**src/design/clc_pkg.sv**
```systemverilog
package clc_pkg;

	// node pool size and derived widths
	localparam int POOL_NODES = 16;
	localparam int NODE_W     = (POOL_NODES > 1) ? $clog2(POOL_NODES) : 1;
	localparam int CNT_W      = $clog2(POOL_NODES + 1);
	localparam int DATA_W     = 32;

	// request codes
	localparam logic [1:0] ACT_ADD     = 2'd0;
	localparam logic [1:0] ACT_REMOVE  = 2'd1;
	localparam logic [1:0] ACT_ADVANCE = 2'd2;

	// status codes
	localparam logic [1:0] STS_DONE  = 2'd0;
	localparam logic [1:0] STS_EMPTY = 2'd1;
	localparam logic [1:0] STS_FULL  = 2'd2;

endpackage

```
**src/design/circular_list_with_cursor_core.sv**
```systemverilog
// Circular singly linked list with a cursor, kept in a node pool of
// clc_pkg::POOL_NODES entries. A request (start high while busy is low) adds
// a value after the cursor, removes the node after the cursor, or advances the
// cursor. Each request gives exactly one result: done goes high at the second
// clock edge after the request was taken and stays high for that one cycle,
// and the receiver must take it then. A new request may be taken in the same
// cycle that done is high, so the block handles one request every three
// cycles; that figure comes from the two dependent one-cycle memory reads (the
// link of the node after the cursor, then the element it points to) plus the
// idle cycle in which the result is shown. Removing or advancing an empty list
// reports status 1, an add with every node in use reports status 2, and both
// leave the list unchanged. No clearing pass is needed after reset.
module circular_list_with_cursor_core (
	input  logic                        clk,
	input  logic                        arst_n,
	input  logic                        start,
	output logic                        busy,
	input  logic [1:0]                  action,
	input  logic signed [31:0]          value,
	output logic                        done,
	output logic                        is_empty,
	output logic signed [31:0]          front_value,
	output logic signed [31:0]          back_value,
	output logic [1:0]                  status
);

	localparam logic [1:0] S_IDLE = 2'd0;
	localparam logic [1:0] S_LINK = 2'd1;
	localparam logic [1:0] S_ELEM = 2'd2;

	// node memories and free stack
	logic [clc_pkg::DATA_W-1:0] elem_mem [clc_pkg::POOL_NODES];
	logic [clc_pkg::NODE_W-1:0] link_mem [clc_pkg::POOL_NODES];
	logic [clc_pkg::NODE_W-1:0] fs_mem   [clc_pkg::POOL_NODES];

	logic [1:0]                 state_q;
	logic [1:0]                 act_q;
	logic [clc_pkg::DATA_W-1:0] val_q;
	logic [clc_pkg::NODE_W-1:0] cur_q;
	logic [clc_pkg::NODE_W-1:0] next_q;
	logic                       occ_q;
	logic [clc_pkg::CNT_W-1:0]  nuc_q;
	logic [clc_pkg::CNT_W-1:0]  depth_q;
	logic [clc_pkg::DATA_W-1:0] front_q;
	logic [clc_pkg::DATA_W-1:0] back_q;
	logic [1:0]                 status_q;
	logic                       done_q;
	logic [clc_pkg::NODE_W-1:0] node_q;
	logic                       pend_link_q;
	logic                       pend_front_q;

	logic [clc_pkg::NODE_W-1:0] link_rdata_q;
	logic [clc_pkg::DATA_W-1:0] elem_rdata_q;
	logic [clc_pkg::NODE_W-1:0] fs_rdata_q;

	logic                       from_stack;
	logic                       pool_full;
	logic [clc_pkg::NODE_W-1:0] alloc_node;
	logic                       do_add;
	logic                       do_remove;
	logic                       do_advance;
	logic                       last_node;
	logic [clc_pkg::CNT_W-1:0]  depth_dec;

	logic                       link_we;
	logic [clc_pkg::NODE_W-1:0] link_waddr;
	logic [clc_pkg::NODE_W-1:0] link_wdata;

	// node allocation and request decode
	always_comb begin
		from_stack = (depth_q != '0);
		pool_full  = !from_stack && (nuc_q == clc_pkg::CNT_W'(clc_pkg::POOL_NODES));
		alloc_node = from_stack ? fs_rdata_q : nuc_q[clc_pkg::NODE_W-1:0];
		do_add     = (act_q == clc_pkg::ACT_ADD) && !pool_full;
		do_remove  = (act_q == clc_pkg::ACT_REMOVE) && occ_q;
		do_advance = (act_q == clc_pkg::ACT_ADVANCE) && occ_q;
		last_node  = (next_q == cur_q);
		depth_dec  = depth_q - clc_pkg::CNT_W'(1);
	end

	// single link write port: new node's link first, cursor's link after
	always_comb begin
		link_we    = 1'b0;
		link_waddr = cur_q;
		link_wdata = node_q;
		if (state_q == S_LINK) begin
			if (do_add) begin
				link_we    = 1'b1;
				link_waddr = alloc_node;
				link_wdata = occ_q ? next_q : alloc_node;
			end else if (do_remove && !last_node) begin
				link_we    = 1'b1;
				link_waddr = cur_q;
				link_wdata = link_rdata_q;
			end
		end else if (state_q == S_ELEM) begin
			link_we = pend_link_q;
		end
	end

	// link memory: read the node after the cursor while idle
	always_ff @(posedge clk) begin
		if (link_we) begin
			link_mem[link_waddr] <= link_wdata;
		end
		link_rdata_q <= link_mem[next_q];
	end

	// element memory: write on add, read the new front element
	always_ff @(posedge clk) begin
		if ((state_q == S_LINK) && do_add) begin
			elem_mem[alloc_node] <= val_q;
		end
		elem_rdata_q <= elem_mem[link_rdata_q];
	end

	// free stack: read the top while idle, push on remove
	always_ff @(posedge clk) begin
		if ((state_q == S_LINK) && do_remove
				&& (depth_q < clc_pkg::CNT_W'(clc_pkg::POOL_NODES))) begin
			fs_mem[depth_q[clc_pkg::NODE_W-1:0]] <= next_q;
		end
		fs_rdata_q <= fs_mem[depth_dec[clc_pkg::NODE_W-1:0]];
	end

	// request payload
	always_ff @(posedge clk) begin
		if (start && !busy) begin
			act_q <= action;
			val_q <= value;
		end
		if (state_q == S_LINK) begin
			node_q <= alloc_node;
		end
	end

	// control sequence and list state
	always_ff @(posedge clk or negedge arst_n) begin
		if (!arst_n) begin
			state_q      <= S_IDLE;
			cur_q        <= '0;
			next_q       <= '0;
			occ_q        <= 1'b0;
			nuc_q        <= '0;
			depth_q      <= '0;
			front_q      <= '0;
			back_q       <= '0;
			status_q     <= clc_pkg::STS_DONE;
			done_q       <= 1'b0;
			pend_link_q  <= 1'b0;
			pend_front_q <= 1'b0;
		end else begin
			done_q <= 1'b0;
			case (state_q)
				S_IDLE: begin
					if (start) begin
						state_q <= S_LINK;
					end
				end
				S_LINK: begin
					state_q      <= S_ELEM;
					status_q     <= clc_pkg::STS_DONE;
					pend_link_q  <= 1'b0;
					pend_front_q <= 1'b0;
					if (act_q == clc_pkg::ACT_ADD) begin
						if (pool_full) begin
							status_q <= clc_pkg::STS_FULL;
						end else begin
							if (from_stack) begin
								depth_q <= depth_dec;
							end else begin
								nuc_q <= nuc_q + clc_pkg::CNT_W'(1);
							end
							next_q  <= alloc_node;
							front_q <= val_q;
							if (occ_q) begin
								pend_link_q <= 1'b1;
							end else begin
								cur_q  <= alloc_node;
								back_q <= val_q;
								occ_q  <= 1'b1;
							end
						end
					end else if (act_q inside {clc_pkg::ACT_REMOVE, clc_pkg::ACT_ADVANCE}) begin
						if (!occ_q) begin
							status_q <= clc_pkg::STS_EMPTY;
						end else begin
							if (do_remove) begin
								if (depth_q < clc_pkg::CNT_W'(clc_pkg::POOL_NODES)) begin
									depth_q <= depth_q + clc_pkg::CNT_W'(1);
								end
								if (last_node) begin
									occ_q <= 1'b0;
								end else begin
									next_q       <= link_rdata_q;
									pend_front_q <= 1'b1;
								end
							end else if (do_advance) begin
								cur_q        <= next_q;
								back_q       <= front_q;
								next_q       <= link_rdata_q;
								pend_front_q <= 1'b1;
							end
						end
					end
				end
				S_ELEM: begin
					state_q <= S_IDLE;
					done_q  <= 1'b1;
					if (pend_front_q) begin
						front_q <= elem_rdata_q;
					end
				end
				default: begin
					state_q <= S_IDLE;
				end
			endcase
		end
	end

	// result ports
	assign busy        = (state_q != S_IDLE);
	assign done        = done_q;
	assign is_empty    = !occ_q;
	assign front_value = occ_q ? front_q : '0;
	assign back_value  = occ_q ? back_q : '0;
	assign status      = status_q;

`ifndef ASSERT_OFF
	// a result follows only the element read step
	a_done_after_elem: assert property (@(posedge clk) disable iff (!arst_n)
		done_q |-> $past(state_q == S_ELEM))
		else $error("result without a finished request");

	// every node on the free stack was handed out before
	a_stack_bound: assert property (@(posedge clk) disable iff (!arst_n)
		depth_q <= nuc_q)
		else $error("free stack deeper than nodes ever used");

	// the result strobe lasts one cycle
	a_done_pulse: assert property (@(posedge clk) disable iff (!arst_n)
		done_q |=> !done_q)
		else $error("result strobe held");
`endif

endmodule

```
**config.mk**
```make
export PLATFORM = sky130hd
export DESIGN_NAME = circular_list_with_cursor_core
export DESIGN_NICKNAME = d
export VERILOG_FILES = /design/src/design/clc_pkg.sv /design/src/design/circular_list_with_cursor_core.sv
export SDC_FILE = /design/constraint.sdc
export NUM_CORES = 1
export LEC_CHECK = 0
export BUFFER_PORTS_ARGS = -buffer_cell sky130_fd_sc_hd__buf_2
export CAP_MARGIN = 20
export CORE_MARGIN = 5
export CORE_UTILIZATION = 60
export CTS_CLUSTER_DIAMETER = 40
export DETAILED_ROUTE_END_ITERATION = 6
export MAX_ROUTING_LAYER = met4
export PLACE_DENSITY = 0.74
export REMOVE_ABC_BUFFERS = 1
export SLEW_MARGIN = 20
export SYNTH_ARGS = -nofsm -noshare
export SYNTH_HDL_FRONTEND = slang
export SYNTH_SLANG_ARGS = --single-unit
```
**constraint.sdc**
```tcl
create_clock -name clk -period 5.5 [get_ports clk]
set_clock_uncertainty 0.15 [all_clocks]
set_input_delay 0.275 -clock clk [delete_from_list [all_inputs] [get_ports clk]]
set_output_delay 0.275 -clock clk [all_outputs]
set_load 0.01 [all_outputs]
```
==> impl_metrics.json <==
{
  "wl_met1_mm": 28.1,
  "h-tree-depth": 3,
  "hold_viol": 0,
  "cts_tree": "built",
  "critPathKind": "flip-flop to flip-flop",
  "vias": 16000,
  "layout_setup_ws_ns": 1.40,
  "die_w_um": 239,
  "clk_latency_ns": 0.64,
  "timing.hold.ws_ns": 0.0350,
  "drt_wl_total_mm": 71.5,
  "die_height_um": 239,
  "cp.arrival_ns": 4.26,
  "rsz0062_at_grt": "no",
  "avgSynthCellArea_um2": 19.7,
  "worst_setup_path_start_kind": "flip-flop",
  "dr.pass1.iters": 5,
  "drt.antenna.violating_nets": 0,
  "required_ns": 5.67,
  "die-area_um2": 56900,
  "initial_core_util": 0.609,
  "globalRouteOverflowTotal": 0,
  "viasPerCell": 6.25,
  "syn_to_final_growth_pct": 17.7,
  "r2r_end": "elem_mem[4][17]$_DFFE_PP_",
  "slew_headroom": 0.259,
  "finalPower_w": 0.0198,
  "first_global_vias": 16600,
  "nets": 1830,
  "setup_violations": 0,
  "num_rows": 83,
  "total_leakage_power_nw": 12.6,
  "reg2reg_slack_ns": 1.40,
  "syn_area_um2": 31400,
  "critical_path.max_fanout": 55,
  "drt_iter0_drc": 1752,
  "path_clk_slew_ns": 0.06,
  "cts_made_buffers": 100,
  "yosysUniqueCellTypes": 56,
  "coreArea_um2": 51500,
  "synth_top_cell_by_area": "edfxtp_1",
  "drc_errors": 0,
  "cap_violations": 0,
  "cts_resized": 0,
  "clock-root-buffer": "clkbuf_16",
  "wl_met2_mm": 37.0,
  "critPathLaunch": "act_q[0]$_DFFE_PP_",
  "fin_util": 0.716,
  "status": "completed",
  "post_drt_wl_per_cell_um": 28.0,
  "synth_edf_count": 678,
  "clock-sinks": 808,
  "peakVddDrop_mv": 0.342,
  "synth_area_leaders": "edfxtp_1 65%, mux4_2 14%, dfrtp_1 7.2%",
  "fillCellCount": 3050,
  "period_needed_ns": 4.10,
  "fmax_ghz": 0.244,
  "async_reset_ff_frac": 0.111,
  "worstHoldPathType": "input pin to asynchronous set/reset pin",
  "ys_ff_latch": 808,
  "top_layer": "met4",
  "r2r-start": "act_q[0]$_DFFE_PP_",
  "yosys_most_used_dff": "edfxtp_1",
  "worstMarginPinSlew_ns": 1.11,
  "antenna_found_initial": 4,
  "grt_first_pass_wirelength_mm": 107,
  "io-pin-count": 106,
  "dp_hpwl_mm": 39.6,
  "end_kind": "flip-flop",
  "power_density_nw_per_um2": 537,
  "grt_use_total": 0.261,
  "yosys_warnings": 0,
  "drive_above_1_share": 0.302,
  "wl_met3_mm": 5.10,
  "period_share": 0.745,
  "path_common_cell": "inv_1",
  "gp_congestion": 0.832,
  "clockBufferDepth": 3,
  "numPortBuffers": 105,
  "syn_inst": 1589,
  "crit_chain": "inv_1 > ha_4 > inv_1 > nor2_1 > o21ai_1 > nor2_4 > buf_4",
  "ys_seq_area_frac": 0.747,
  "cpPeakStageDelay_ns": 0.81,
  "grt_start_max_net_pins": 62,
  "crit_path_end": "elem_mem[4][17]$_DFFE_PP_",
  "dp_slack_ns": 1.18,
  "rr_worst_depth": 7,
  "synth.top_cell.area_share": 0.649,
  "crit_slowest_cell": "ha_4",
  "finalMaxSlewViolations": 0
}
-- placed cells by master, fill, tap and decap left out, drive strengths merged, types with 2 or more instances in the layout --
master,count
edfxtp,678
o31a,2
dlygate4sd3,36
clkinvlp,10
dfrtp,90
nand2b,4
and2,65
nand4,2
ha,12
nor4,5
o21ai,54
dfxtp,40
a22oi,4
and3,4
o21a,2
or2,2
buf,137
a21oi,41
mux2,5
a21boi,2
bufinv,12
nor3,6
diode,4
inv,44
nor2,93
xor2,5
clkbuf,115
clkinv,27
mux2i,72
xnor2,10
nand2,68
or4b,2
mux4,200
nand3,7
-- worst min-delay path by stage --
stage                                   to  slack, ns  cells after the start
global placement    front_q[3]$_DFFE_PN0P_       0.09                      1
CTS                 front_q[3]$_DFFE_PN0P_       0.03                      2
detailed placement  front_q[3]$_DFFE_PN0P_        0.1                      1
floorplan            back_q[0]$_DFFE_PN0P_      -0.17                      0
finish              front_q[3]$_DFFE_PN0P_       0.04                      2
global route        front_q[3]$_DFFE_PN0P_       0.07                      2
-- metrics by stage --
stage	TNS (ns)	instances	cell area, um2
2_1_floorplan	-53.66	1506	31000
3_3_place_gp	0	2317	32800
3_5_place_dp	0	2319	32900
4_1_cts	0	2545	36800
5_1_grt	0	2551	36900
6_report	0	2553	36900
-- worst max-delay path, delay by kind of cell, from the launching register on --
family / cells / cell delay [ns]
flops: 1 / 0.43
compound gates: 1 / 0.41
buf+inv: 3 / 0.82
simple gates: 2 / 1.12
fa+ha+maj: 1 / 0.81
-- sequential cells by signal, summed over array words and instances, names as in the netlist, 5 cells and up --
signal        count
elem_mem        512
depth_q           5
back_q           32
nuc_q             5
fs_mem           64
elem_rdata_q     32
front_q          32
link_mem         64
val_q            32
-- layer usage --
layer	up-vias	GRT usage
met5	-	-
met4	0	0.0638
met3	97	0.0489
met2	671	0.421
met1	8412	0.354
li1	6770	-
-- cell usage after synthesis, drive strengths merged (5+ instances only) --
master	n
mux2	5
nand3	7
dfxtp	40
clkbuf	47
o21ai	54
buf	36
ha	12
edfxtp	678
nor3	6
nor2	93
mux4	200
a21oi	41
xor2	5
xnor2	10
and2	65
nor4	5
dfrtp	90
inv	18
mux2i	72
nand2	68
-- cell families after synthesis --
kind of cell,Yosys count,synth area share
xor gates and xnor gates,15,0.00419
adders and majority gates,12,0.00479
muxes,277,0.169
and+or+nand+nor,264,0.0415
AOI/OAI and AO/OA,112,0.0201
DFF,808,0.747
buffers and inverters,101,0.0136
-- power by group --
| part | internal, W | leakage [nW] | switching, W |
|---|---|---|---|
| Clock | 0.00413 | 1.71 | 0.00274 |
| Sequential | 0.00740 | 7.54 | 0.000810 |
| Combinational | 0.00238 | 3.31 | 0.00237 |
| Total | 0.0139 | 12.6 | 0.00591 |
-- final cells by class --
| class | instances | area, um2 | area share |
|---|---|---|---|
| inverter | 18 | 67.6 | 0.00183 |
| clock inverter | 75 | 895 | 0.0242 |
| multi-input combinational | 680 | 7690 | 0.208 |
| antenna | 4 | 10.0 | 0.000271 |
| clock buffer | 115 | 2650 | 0.0719 |
| tap | 680 | 851 | 0.0231 |
| timing repair buffer | 173 | 1300 | 0.0353 |
| sequential | 808 | 23400 | 0.635 |
-- repair_timing --
action,CTS,global route
endpoints found under the hold margin,64,0
setup endpoints to repair,0,0
setup buffers,0,0
hold buffers,36,0
Note: power is estimated with default switching activity, not from simulation.
